[src/pxe_pkg.sv]
// Shared types and constants for the WS2812 pixel encoder.
// Used by the lane, the bit serializer and the top level.
`default_nettype none

package pxe_pkg;

  localparam int CHAN_W    = 8;
  localparam int NUM_LANES = 3;
  localparam int WORD_W    = CHAN_W * NUM_LANES;
  localparam int PCT_W     = 7;
  localparam int DUTY_W    = 10;
  localparam int CNT_W     = $clog2(WORD_W + 1);
  localparam int OUT_DATA_W = ((2 * DUTY_W + 7) / 8) * 8;

  // Full brightness scale and the reciprocal that divides by it.
  localparam int          FULL_SCALE = 100;
  localparam int          PROD_W     = CHAN_W + PCT_W;
  localparam int          RECIP_SH   = 19;
  localparam int          RECIP_W    = 13;
  localparam int          MUL_W      = PROD_W + RECIP_W;
  localparam logic [RECIP_W-1:0] RECIP = RECIP_W'(((1 << RECIP_SH) + FULL_SCALE - 1) / FULL_SCALE);

  // Register indexes of the configuration port.
  localparam logic [1:0] REG_BRIGHTNESS = 2'd0;
  localparam logic [1:0] REG_ONE_DUTY   = 2'd1;
  localparam logic [1:0] REG_ZERO_DUTY  = 2'd2;
  localparam logic [1:0] REG_RESET_SLOTS = 2'd3;

  localparam logic [PCT_W-1:0]  PCT_RESET   = PCT_W'(FULL_SCALE);
  localparam logic [DUTY_W-1:0] ONE_RESET   = DUTY_W'(134);
  localparam logic [DUTY_W-1:0] ZERO_RESET  = DUTY_W'(67);
  localparam logic [DUTY_W-1:0] SLOTS_RESET = DUTY_W'(200);

  typedef struct packed {
    logic [DUTY_W-1:0] one_duty;
    logic [DUTY_W-1:0] zero_duty;
    logic [DUTY_W-1:0] reset_slots;
  } duty_cfg_t;

  typedef struct packed {
    logic [WORD_W-1:0] word;   // green in the top byte, blue in the bottom byte
    logic              last;
  } pxl_t;

endpackage : pxe_pkg

`default_nettype wire

[src/pxe_lane.sv]
// One color lane: scales a channel byte by the brightness percent.
// Two registered multiplies; the second divides by 100 via a reciprocal. Uses pxe_pkg.
`default_nettype none

module pxe_lane (
  input  wire logic                       clk,
  input  wire logic                       en,
  input  wire logic [pxe_pkg::CHAN_W-1:0] chan,
  input  wire logic [pxe_pkg::PCT_W-1:0]  pct,
  output logic      [pxe_pkg::CHAN_W-1:0] scaled
);
  import pxe_pkg::*;

  logic [PROD_W-1:0] prod_r, prod_nxt;
  logic [CHAN_W-1:0] scaled_r, scaled_nxt;
  logic [MUL_W-1:0]  mul;

  // Products stay below 25501, where the reciprocal gives the exact floor.
  assign prod_nxt   = PROD_W'(chan) * PROD_W'(pct);
  assign mul        = MUL_W'(prod_r) * MUL_W'(RECIP);
  assign scaled_nxt = mul[RECIP_SH +: CHAN_W];

  always_ff @(posedge clk) begin
    if (en) begin
      prod_r   <= prod_nxt;
      scaled_r <= scaled_nxt;
    end
  end

  assign scaled = scaled_r;

endmodule : pxe_lane

`default_nettype wire

[src/pxe_ser.sv]
// Bit serializer (uses pxe_pkg): takes the merged lane word and emits, through an
// output register, one slot per cycle while not stalled, plus the frame trailer.
`default_nettype none

module pxe_ser (
  input  wire logic                           clk,
  input  wire logic                           rst_n,
  input  wire logic                           pix_valid,
  input  wire pxe_pkg::pxl_t                  pix,
  input  wire pxe_pkg::duty_cfg_t             cfg,
  output logic                                pix_load,
  output logic                                out_tvalid,
  input  wire logic                           out_tready,
  output logic [pxe_pkg::OUT_DATA_W-1:0]      out_tdata,
  output logic                                out_tlast
);
  import pxe_pkg::*;

  logic [WORD_W-1:0] word_r, word_nxt;
  logic [CNT_W-1:0]  cnt_r, cnt_nxt;
  logic              trl_r, trl_nxt;
  logic              ov_r, ov_nxt;
  logic [DUTY_W-1:0] hi_r, hi_nxt;
  logic [DUTY_W-1:0] rep_r, rep_nxt;
  logic              end_r, end_nxt;
  logic              active, emit, final_slot;

  assign active     = (cnt_r != '0) || trl_r;
  assign emit       = active && (!ov_r || out_tready);
  assign final_slot = emit && ((cnt_r == CNT_W'(1) && !trl_r) || (cnt_r == '0));
  assign pix_load   = pix_valid && (!active || final_slot);

  always_comb begin
    word_nxt = word_r;
    cnt_nxt  = cnt_r;
    trl_nxt  = trl_r;
    ov_nxt   = ov_r;
    hi_nxt   = hi_r;
    rep_nxt  = rep_r;
    end_nxt  = end_r;
    if (emit) begin
      ov_nxt = 1'b1;
      if (cnt_r != '0) begin
        hi_nxt   = word_r[WORD_W-1] ? cfg.one_duty : cfg.zero_duty;
        rep_nxt  = DUTY_W'(1);
        end_nxt  = 1'b0;
        word_nxt = {word_r[WORD_W-2:0], 1'b0};
        cnt_nxt  = cnt_r - CNT_W'(1);
      end else begin
        hi_nxt  = '0;
        rep_nxt = cfg.reset_slots;
        end_nxt = 1'b1;
        trl_nxt = 1'b0;
      end
    end else if (out_tready) begin
      ov_nxt = 1'b0;
    end
    if (pix_load) begin
      word_nxt = pix.word;
      cnt_nxt  = CNT_W'(WORD_W);
      trl_nxt  = pix.last;
    end
  end

  always_ff @(posedge clk) begin
    if (!rst_n) begin
      cnt_r <= '0;
      trl_r <= 1'b0;
      ov_r  <= 1'b0;
    end else begin
      cnt_r <= cnt_nxt;
      trl_r <= trl_nxt;
      ov_r  <= ov_nxt;
    end
  end

  always_ff @(posedge clk) begin
    word_r <= word_nxt;
    hi_r   <= hi_nxt;
    rep_r  <= rep_nxt;
    end_r  <= end_nxt;
  end

  assign out_tvalid = ov_r;
  assign out_tdata  = OUT_DATA_W'({rep_r, hi_r});
  assign out_tlast  = end_r;

endmodule : pxe_ser

`default_nettype wire

[src/ws2812_pixel_encoder_core.sv]
// Path: a pixel passes the lane product and scaled registers, the serializer word and its output register.
// Throughput: one slot result per cycle while out_tready allows; a pixel gives 24 slots
// (25 with the trailer), set by the serializer that shifts out one bit per output transfer.
// Reset: rst_n is synchronous and active low; it empties the pipeline and the output
// register and returns the registers to brightness 100, duties 134 and 67, 200 reset slots.
`default_nettype none

module ws2812_pixel_encoder_core (
  input  wire logic                            clk,
  input  wire logic                            rst_n,
  // Pixel input stream.
  input  wire logic                            in_tvalid,
  output logic                                 in_tready,
  input  wire logic [pxe_pkg::WORD_W-1:0]      in_tdata,   // green[7:0], red[15:8], blue[23:16]
  input  wire logic                            in_tlast,   // last pixel of the frame
  // Slot result stream.
  output logic                                 out_tvalid,
  input  wire logic                            out_tready,
  output logic [pxe_pkg::OUT_DATA_W-1:0]       out_tdata,  // high_time[9:0], slot_repeat[19:10], zeros
  output logic                                 out_tlast,  // frame end (trailer result)
  // Configuration write port.
  input  wire logic                            cfg_we,
  input  wire logic [1:0]                      cfg_addr,
  input  wire logic [pxe_pkg::DUTY_W-1:0]      cfg_wdata
);
  import pxe_pkg::*;

  // Configuration registers. Brightness writes are clamped to full scale and a
  // zero reset length is stored as one slot, so the trailer never vanishes.
  logic [PCT_W-1:0]  pct_r, pct_nxt;
  logic [DUTY_W-1:0] one_r, one_nxt;
  logic [DUTY_W-1:0] zero_r, zero_nxt;
  logic [DUTY_W-1:0] slots_r, slots_nxt;

  always_comb begin
    pct_nxt   = pct_r;
    one_nxt   = one_r;
    zero_nxt  = zero_r;
    slots_nxt = slots_r;
    if (cfg_we) begin
      case (cfg_addr)
        REG_BRIGHTNESS: begin
          pct_nxt = (cfg_wdata[PCT_W-1:0] > PCT_RESET) ? PCT_RESET : cfg_wdata[PCT_W-1:0];
        end
        REG_ONE_DUTY: begin
          one_nxt = cfg_wdata;
        end
        REG_ZERO_DUTY: begin
          zero_nxt = cfg_wdata;
        end
        REG_RESET_SLOTS: begin
          slots_nxt = (cfg_wdata == '0) ? DUTY_W'(1) : cfg_wdata;
        end
        default: begin
        end
      endcase
    end
  end

  always_ff @(posedge clk) begin
    if (!rst_n) begin
      pct_r   <= PCT_RESET;
      one_r   <= ONE_RESET;
      zero_r  <= ZERO_RESET;
      slots_r <= SLOTS_RESET;
    end else begin
      pct_r   <= pct_nxt;
      one_r   <= one_nxt;
      zero_r  <= zero_nxt;
      slots_r <= slots_nxt;
    end
  end

  // Two-stage scaling pipeline. All three lanes advance together; the pipeline
  // moves whenever its last stage is empty or the serializer takes that pixel,
  // so a new pixel is accepted while the previous one is still being shifted out.
  logic              v1_r, v1_nxt, v2_r, v2_nxt;
  logic              last1_r, last2_r;
  logic              pipe_en, pix_load;
  logic [CHAN_W-1:0] lane_in  [NUM_LANES];
  logic [CHAN_W-1:0] lane_out [NUM_LANES];
  pxl_t              pix;
  duty_cfg_t         duty_cfg;

  assign pipe_en   = !v2_r || pix_load;
  assign in_tready = pipe_en;
  assign v1_nxt    = pipe_en ? in_tvalid : v1_r;
  assign v2_nxt    = pipe_en ? v1_r : v2_r;

  always_ff @(posedge clk) begin
    if (!rst_n) begin
      v1_r <= 1'b0;
      v2_r <= 1'b0;
    end else begin
      v1_r <= v1_nxt;
      v2_r <= v2_nxt;
    end
  end

  always_ff @(posedge clk) begin
    if (pipe_en) begin
      last1_r <= in_tlast;
      last2_r <= last1_r;
    end
  end

  // Lane 0 is green, lane 1 red, lane 2 blue.
  for (genvar i = 0; i < NUM_LANES; i++) begin : g_lane
    assign lane_in[i] = in_tdata[i*CHAN_W +: CHAN_W];
    pxe_lane u_lane (
      .clk    (clk),
      .en     (pipe_en),
      .chan   (lane_in[i]),
      .pct    (pct_r),
      .scaled (lane_out[i])
    );
  end

  // Merge: green is sent first, so it takes the top of the shift word.
  assign pix.word = {lane_out[0], lane_out[1], lane_out[2]};
  assign pix.last = last2_r;

  assign duty_cfg.one_duty    = one_r;
  assign duty_cfg.zero_duty   = zero_r;
  assign duty_cfg.reset_slots = slots_r;

  pxe_ser u_ser (
    .clk        (clk),
    .rst_n      (rst_n),
    .pix_valid  (v2_r),
    .pix        (pix),
    .cfg        (duty_cfg),
    .pix_load   (pix_load),
    .out_tvalid (out_tvalid),
    .out_tready (out_tready),
    .out_tdata  (out_tdata),
    .out_tlast  (out_tlast)
  );

`ifndef SYNTH
  // The trailer carries a low level over at least one slot.
  a_trailer_form: assert property (@(posedge clk) disable iff (!rst_n)
    out_tvalid && out_tlast |-> out_tdata[DUTY_W-1:0] == '0 && out_tdata[2*DUTY_W-1:DUTY_W] != '0)
    else $error("trailer result malformed");

  // Data slots always cover exactly one slot.
  a_data_repeat: assert property (@(posedge clk) disable iff (!rst_n)
    out_tvalid && !out_tlast |-> out_tdata[2*DUTY_W-1:DUTY_W] == DUTY_W'(1))
    else $error("data slot repeat is not one");

  // A held pixel in the last stage blocks new input transfers.
  a_backpressure: assert property (@(posedge clk) disable iff (!rst_n)
    v2_r && !pix_load |-> !in_tready)
    else $error("input accepted while the pipeline is full");

  // A pixel that is not taken stays in the last stage.
  a_pixel_held: assert property (@(posedge clk) disable iff (!rst_n)
    v2_r && !pix_load |=> v2_r && $stable(pix))
    else $error("pending pixel lost");
`endif

endmodule : ws2812_pixel_encoder_core

`default_nettype wire
[config.mk]
export PLATFORM = sky130hd
export DESIGN_NAME = ws2812_pixel_encoder_core
export DESIGN_NICKNAME = d
export VERILOG_FILES = /design/src/pxe_pkg.sv /design/src/pxe_lane.sv /design/src/pxe_ser.sv /design/src/ws2812_pixel_encoder_core.sv
export SDC_FILE = /design/constraint.sdc
export NUM_CORES = 1
export LEC_CHECK = 0
export BUFFER_PORTS_ARGS = -buffer_cell sky130_fd_sc_hd__buf_2
export CAP_MARGIN = 20
export CORE_UTILIZATION = 55
export DETAILED_ROUTE_END_ITERATION = 7
export PLACE_DENSITY_LB_ADDON = 0.15
export SETUP_SLACK_MARGIN = 0.4
export SLEW_MARGIN = 20
export SYNTH_ARGS = -nofsm -noshare
export SYNTH_HDL_FRONTEND = slang
export SYNTH_SLANG_ARGS = --single-unit
[constraint.sdc]
create_clock -name clk -period 9.8 [get_ports clk]
set_input_delay 1.96 -clock clk [delete_from_list [all_inputs] [get_ports clk]]
set_output_delay 1.96 -clock clk [all_outputs]
set_load 0.05 [all_outputs]
======== Yosys cells after proc, flatten, opt, wreduce, memory -nomap -nowiden ========
Cells that the tools add are included.
word-level totals
  register bits ........................... 162
  input bits .............................. 42
  output and inout port bits .............. 27
cells by class
  add/sub/neg operators ................... 1
  multiply operators ...................... 6
  $lt $le $gt $ge ......................... 1
  equality and inequality tests ........... 5
  mux-type cells .......................... 15
  bitwise operators ....................... 1
  reductions and logical operators ........ 28
operators by type and width
  operator                                                               number
  15-bit by 13-bit multiplier with 27-bit output, second input constant  3
  24-bit 2-to-1 mux                                                      3
  8-bit by 7-bit multiplier with 15-bit output                           3
  10-bit 2-to-1 mux                                                      2
  5-bit 2-to-1 mux                                                       3
  2-bit AND reduction                                                    7
  10-bit zero test                                                       1
  7-bit > comparator, second input constant                              1
  7-bit 2-to-1 mux                                                       1
  1-bit 2-to-1 mux                                                       6
  2-bit nonzero test                                                     3
  5-bit by 1-bit == test with 1-bit output, second input constant        1
  5-bit zero test                                                        1
  1-bit logical OR                                                       5
  5-bit nonzero test                                                     1
  5-bit by 1-bit subtractor with 5-bit output, second input constant     1
  2-bit == test, second input constant                                   2
  1-bit logical AND                                                      4
  1-bit zero test                                                        4
  2-bit by 1-bit == test with 1-bit output, second input constant        1
  2-bit zero test                                                        1
  2-bit != test, second input constant                                   1
  2-bit OR reduction                                                     1
  1-bit inverter                                                         1

======== Longest topological paths before layout ========
Gate-level depths: netlist of run 1.
  depth after elaboration ................. 8
  depth in mapped cells ................... 18
  depth with buffers taken out ............ 18

======== Cells and area by module ========
Synthesis of run 1 repeated with hierarchy kept, for this count alone.
second synthesis, totals
  cell total of the unflattened synthesis .. 2156
  area, all modules ....................... 22180.0 µm²
by module, submodules not included
  module                       times used  cells an instance  area an instance (µm²)  sequential area each (µm²)
  pxe_lane (g_lane[0].u_lane)  1           619                6167.2                  690.7
  pxe_lane (g_lane[1].u_lane)  1           614                6143.4                  690.7
  pxe_lane (g_lane[2].u_lane)  1           582                5918.2                  690.7
  pxe_ser                      1           160                2387.3                  1491.4
  ws2812_pixel_encoder_core    1           181                1564.0                  840.8

======== Worst setup path after synthesis of run 1 ========
No wires, ideal clock.
  kind .................................... input to output
  start point ............................. input out_tready
  end point ............................... output in_tready
  arrival ................................. 4.219 ns
  path slack .............................. 3.621 ns
  stages .................................. 5
  path buffers ............................ 0
  cell sequence ........................... nand2b_1 -> a21oi_1 -> o21ai_0 -> nand2_1 -> nand2_1
on the way
  cells in the longest elaborated chain, start to end .. 6
ends and longest elaborated chain
  what                RTL line                         RTL
  start: declaration  ws2812_pixel_encoder_core.sv:18  input wire logic out_tready,
  1-bit logical OR    pxe_ser.sv:29                    assign emit = active && (!ov_r || out_tready);
  1-bit logical AND   pxe_ser.sv:29
  1-bit logical AND   pxe_ser.sv:30                    assign final_slot = emit && ((cnt_r == CNT_W'(1) && !trl_r) || (cnt_r == '0));
  1-bit logical OR    pxe_ser.sv:31                    assign pix_load = pix_valid && (!active || final_slot);
  1-bit logical AND   pxe_ser.sv:31
  1-bit logical OR    ws2812_pixel_encoder_core.sv:85  assign pipe_en = !v2_r || pix_load;
  end: declaration    ws2812_pixel_encoder_core.sv:13  output logic in_tready,
No other way between the ends.

======== Final worst setup path of run 1 ========
  start point ............................. input in_tdata[5] (netlist bit)
  end point ............................... register g_lane[0].u_lane.prod_r[14] (data pin)
on the way
  cells in the longest elaborated chain, start to end .. 1
ends and longest elaborated chain
  what                                          RTL line                         RTL
  start: declaration                            ws2812_pixel_encoder_core.sv:14  input wire logic [pxe_pkg::WORD_W-1:0] in_tdata,
  8-bit by 7-bit multiplier with 15-bit output  pxe_lane.sv:19                   assign prod_nxt = PROD_W'(chan) * PROD_W'(pct);
  via g_lane[0].u_lane.prod_nxt[14]             pxe_lane.sv:14                   logic [PROD_W-1:0] prod_r, prod_nxt;
  end signal: assignment                        pxe_lane.sv:25                   prod_r <= prod_nxt;
  end: declaration                              pxe_lane.sv:14
The timed path passes the listed nets, and every way through them passes these cells.
A chain may end at the register's enable or synchronous reset.

==> flow_summary.toml, run 1 <==
[setup_path]
cp_max_fo = 7
regToRegSetupSlack_ns = 4.42
cp-end-kind = "flop"
reg2reg_depth = 16
startpoint = "in_tdata[5]"
cp_slowest_stage_delay_ns = 0.54
critical_path_arrival_ns = 5.95
required_ns = 10.00
slowest_stage = "fa_1"
r2r-start = "g_lane[0].u_lane.prod_r[13]"
cp-start-kind = "input pin"
path_class = "in -> reg"
worstPathCellList = "buf_2 -> and2_1 -> fa_1 -> inv_1 -> fa_1 -> inv_1 -> fa_1 -> inv_1 -> fa_1 -> inv_1 -> ha_1 -> nor2b_1 -> o21a_1 -> o22ai_1 -> o21ai_0 -> o41ai_1 -> xnor2_1"

[clocking]
cts_buffers = 17
clock-sinks = 162
clk_pin_slew_ns = 0.08
cts_hold_buffers = 0
h-tree-depth = 4
cts_root_buf = "clkbuf_16"
cts_resized = 0
max-clock-path-buffers = 2
cts_tree = "done"
cts_setup_buffers = 0
clk_latency_ns = 0.45

[worst_hold_path]
whs_path_depth = 0
hp-start = "last1_r"
hp-class = "reg -> reg"

[sta]
setup-tns-final_ns = 0
min_period_ns = 5.757
relSlewSlack_pct = 30.85
setup_violations = 0
grt_setup_unrepaired = "no"
hold_viol_final = 0
min_period_over_period_pct = 58.74
max_freq_mhz = 173.7
tightestPinTransition_ns = 1.036
drv_slew = 0
skew_ns = 0.01923
layout_setup_ws_ns = 4.043

[cells_and_area]
areaGrowthSynthToFinish_pct = 6.904
instances_no_fill = 2673
finalNetCount = 2870
utilization_pct = 59.54
layout-drive-gt1-share_pct = 6.732

[yosys]
synth.yosys.seq_area_share_pct = 20.51
synth_cells = 2079
synthDistinctLibCells = 57
yosys_warnings = 0
synthAdderAreaFrac_pct = 50.20
synthArstFlopShare_pct = 0
syn-mean-instance-area_sq_um = 10.33
synth_area_sq_mm = 0.02147
synth_top_family_by_area = "adder cells"
synth_seq_cells = 162
synth_edf_count = 116
synth_xor_area_share_pct = 3.018
yosys.area_share.simple_pct = 9.509
synthFlopType = "edfxtp_1"
yosys-mux-area-fraction_pct = 1.719
synth_compound_area_share_pct = 5.675

[global_route]
grt_use_met1_pct = 30.25
grt_max_degree = 51
grt.overflow.total = 0
track_usage_pct = 22.59
grt_pass1_wl_mm = 70.65
grt-busiest-layer = "met2"
grt_pass1_vias = 14770
antenna_found_initial = 1
use_met2_pct = 38.48
met3_usage_pct = 3.021

[detailed_routing]
via_per_inst = 5.140
post_drt_wl_per_cell_microns = 15.39
first_iter_violations = 498
vias = 13740
drc = 0
ant_nets = 0
wirelength_mm = 41.13
drtPass1Iterations = 5

[placed_design]
place_ws_ns = 3.638
gp_congestion = 0.8493
port_buffers = 64
dp.cells = 2639
dpl.hpwl_mm = 34.45

[floorplanning]
start_util_pct = 55.70
rows = 72
die_width_microns = 199.6
fp.dieArea_sq_mm = 0.03984
coreArea_sq_mm = 0.03856
die_height_microns = 199.6
io_pins = 69

[run]
cap_viol_max_count = 0

[status]
status = "finished clean"
path summary, 6_finish.rpt:
path	to
setup / recovery	g_lane[0].u_lane.prod_r[14]
hold reg to reg	last2_r
hold / removal	last2_r
setup reg to reg	g_lane[0].u_lane.scaled[7]
per-stage QoR:
step / hold WS (ns) / cell area, sq um
after floorplan: 0.4003 / 21490
after global routing: 0.4499 / 22950
after detailed placement: 0.4225 / 22390
final: 0.4321 / 22960
after CTS: 0.4395 / 22940
after global placement: 0.4278 / 22390
routing by layer:
metal | vias up | wire length, microns
met5 | - | 13
met4 | 2 | 672
met3 | 42 | 1065
met2 | 159 | 20230
met1 | 6785 | 19150
li1 | 6751 | -
area by class of cell:
type,count,area [sq um]
diodes,1,2.502
clock buffers,17,425.4
clock inverters,15,128.9
fillers,3342,15600
inverters,498,1869
multi-input cells,1389,15090
flip-flops and latches,162,4404
well taps,518,648.1
repair buffers,73,391.6
critical path: cells and delay by family:
kind	cells	cell delay (ns)
adders and majority gates	5	2.33
AOI/OAI and AO/OA	4	0.89
buffers and inverters	5	0.34
and+or+nand+nor	2	0.32
xor gates and xnor gates	1	0.11
Yosys cell counts, types with 17 or more instances:
cell type | instances | area [sq um]
and2_1 | 102 | 638.1
o21ai_0 | 27 | 135.1
clkbuf_1 | 29 | 108.9
xnor2_1 | 59 | 516.8
nand3_1 | 25 | 125.1
ha_1 | 396 | 4955
inv_1 | 498 | 1869
dfxtp_1 | 46 | 920.9
nor2_1 | 46 | 172.7
fa_1 | 291 | 5826
nand2_1 | 157 | 589.3
mux2_2 | 23 | 259.0
a21oi_1 | 41 | 205.2
a21o_1 | 30 | 225.2
a21boi_0 | 25 | 187.7
nor3_1 | 17 | 85.08
edfxtp_1 | 116 | 3483
layout by cell type, fill, tap and decap left out, types with 14 or more instances in the layout:
cell type / netlist / layout
clkbuf_16: 0 / 17
inv_1: 498 / 498
ha_1: 396 / 396
mux2_2: 23 / 23
xnor2_1: 59 / 59
nand2_1: 157 / 156
nand3_1: 25 / 25
xor2_1: 15 / 15
a21oi_1: 41 / 41
dfxtp_1: 46 / 46
a21o_1: 30 / 30
nor2b_1: 14 / 14
nor3_1: 17 / 17
fa_1: 291 / 291
and2_1: 102 / 102
nor2_1: 46 / 45
a21boi_0: 25 / 25
buf_2: 0 / 64
and3_1: 16 / 16
o21ai_0: 27 / 26
edfxtp_1: 116 / 116
cell families (layout without fill, tap and decap cells):
group,Yosys count,in the layout
adder cells (fa/ha/maj),687,687
buffers and inverters,531,603
AND/OR/NAND/NOR,412,412
AO/OA/AOI/OAI,178,178
flip-flops,162,162
XOR/XNOR,74,74
multiplexers,34,34
other,1,5
registers in the layout, indices dropped and copies added (netlist names), 10 cells and up:
register	flops
g_lane.u_lane.prod_r	45
g_lane.u_lane.scaled	24
u_ser.word_r	24
one_r	10
slots_r	10
u_ser.hi_r	10
u_ser.rep_r	10
zero_r	10
Power of run 1 is left out: the tool's default activity adds up to more than one toggle a clock period on the data nets, which glitch-free logic cannot reach.
==> run 2, diff against run 1 <==
==> constraint.sdc (replaced) <==
create_clock -name clk -period 5.87 [get_ports clk]
set_input_delay 1.174 -clock clk [delete_from_list [all_inputs] [get_ports clk]]
set_output_delay 1.174 -clock clk [all_outputs]
set_load 0.05 [all_outputs]
==> run 2 against run 1 <==
  * Count of clock-buffer cells in the layout grew 1
  * Die area is the same
  * Worst hold slack gained 0.020 ns
  * Routed wire length grew 0.23%
  * Via count grew 0.79%
  * Clock skew shrank 0.0017 ns
  * Sequential share of layout area shrank 0.12 points
  * Highest routed layer is now met4
==> flow_summary.toml, run 2 (synthesis gave the netlist of run 1 again) <==
[cells_and_area]
areaGrowthSynthToFinish_pct = 7.574
diodes = 0
layout_commonest_cell = "inv_1"
final_cell_mix = "inv_1 (498), ha_1 (396), fa_1 (291)"
finalNetCount = 2878
regMostFlops = "g_lane.u_lane.prod_r"
largest_register_ffs = 45
layout-drive-gt1-share_pct = 7.262

[floorplanning]
io_pins = 69
fp.dieArea_sq_mm = 0.03984
die_width_microns = 199.6
rows = 72
coreArea_sq_mm = 0.03856
start_util_pct = 55.70
die_height_microns = 199.6

[setup_path]
required_ns = 6.07
cp_max_fo = 5
critical_path_arrival_ns = 5.46
cp-start-kind = "flop"
cp_slowest_stage_delay_ns = 0.53
path_class = "reg -> reg"
crit_buf_inv = 5
critPathTopFamily = "adder cells"
cp-end-kind = "flop"
worstPathCellList = "buf_4 -> fa_1 -> ha_1 -> inv_1 -> fa_1 -> inv_1 -> fa_1 -> inv_1 -> fa_1 -> inv_1 -> ha_1 -> a21o_1 -> a21o_1 -> a211o_1 -> a211o_1 -> o211a_4 -> a31oi_1 -> o21bai_1 -> xor2_1"
slowest_stage = "fa_1"

[global_route]
grt_pass1_wl_mm = 70.63
grt.overflow.total = 0
grt_pass1_vias = 14640
track_usage_pct = 22.31
antenna_found_initial = 0
grt_max_degree = 50

[detailed_routing]
drtPass1Iterations = 5
ant_nets = 0
vias = 13850
top_layer_used = "met4"
wirelength_met1_mm = 18.96
first_iter_violations = 427
drc = 0
met2_length_mm = 20.62
via_per_inst = 5.167
post_drt_wl_per_cell_microns = 15.38
dr_wl_met3_microns = 934
wirelength_mm = 41.23

[clocking]
max-clock-path-buffers = 2
cts_buffers = 17
clk_latency_ns = 0.45
cts_hold_buffers = 0
clock-sinks = 162
cts_root_buf = "clkbuf_16"
clk_pin_slew_ns = 0.08
cts_tree = "done"
h-tree-depth = 4

[sta]
tightestPinTransition_ns = 1.009
setup-tns-final_ns = 0
relSlewSlack_pct = 32.65
grt_setup_unrepaired = "no"
min_period_ns = 5.264
min_period_over_period_pct = 89.68
drv_slew = 0
setup_violations = 0
skew_ns = 0.01757
hold_viol_final = 0
max_freq_mhz = 190.0

[status]
status = "finished clean"

[worst_hold_path]
hp-class = "reg -> reg"

[run]
cap_viol_max_count = 0

[placed_design]
gp_congestion = 0.8577
dpl.hpwl_mm = 34.39
port_buffers = 64
[run 2: cell count changes in the layout (fill, tap and decap cells not counted), moves of 2 or more]
cell	change
clkinv_1	-3
clkinv_8	+6
buf_4	+9
clkinv_4	-2
[run 2: final timing paths]
check                                    from                          to  slack [ns]  cells after the start
setup / recovery  g_lane[0].u_lane.prod_r[10]  g_lane[0].u_lane.scaled[5]        0.61                     19
hold reg to reg                       last1_r                     last2_r        0.45                      0
setup reg to reg  g_lane[0].u_lane.prod_r[10]  g_lane[0].u_lane.scaled[5]        0.61                     19
hold / removal                        last1_r                     last2_r        0.45                      0
[run 2: final cells by class]
type	count	area, sq um
Fill cell	3288	15460
Multi-Input combinational cell	1389	15100
Sequential cell	162	4404
Inverter	498	1869
Tap cell	518	648.1
Clock buffer	18	450.4
Timing Repair Buffer	81	447.9
Clock inverter	14	183.9
[run 2: per-layer routing]
metal | GRT usage (%) | vias to the layer above
met5 | 0 | -
met4 | 5.485 | 0
met3 | 2.430 | 43
met2 | 39.00 | 152
met1 | 29.51 | 6881
li1 | - | 6771
[run 2: repair_timing]
action,in CTS,in global routing
endpoints found under the setup margin,0,2
gates resized for setup,0,0
setup buffers,0,8
[run 2: through the flow]
stage / area, sq um / cells / setup WS (ns) / utilization, % / hold slack [ns]
after global routing: 23100 / 2680 / 0.4004 / 59.91 / 0.4714
after floorplan: 21490 / 2082 / 0.8108 / - / 0.4003
after CTS: 23030 / 2672 / 0.5663 / 59.73 / 0.4619
after global placement: 22400 / 2640 / 0.5282 / 58.09 / 0.4324
final: 23100 / 2680 / 0.6061 / 59.91 / 0.4518
after detailed placement: 22400 / 2640 / 0.4691 / 58.09 / 0.4310
Power of run 2 is left out for the same reason.
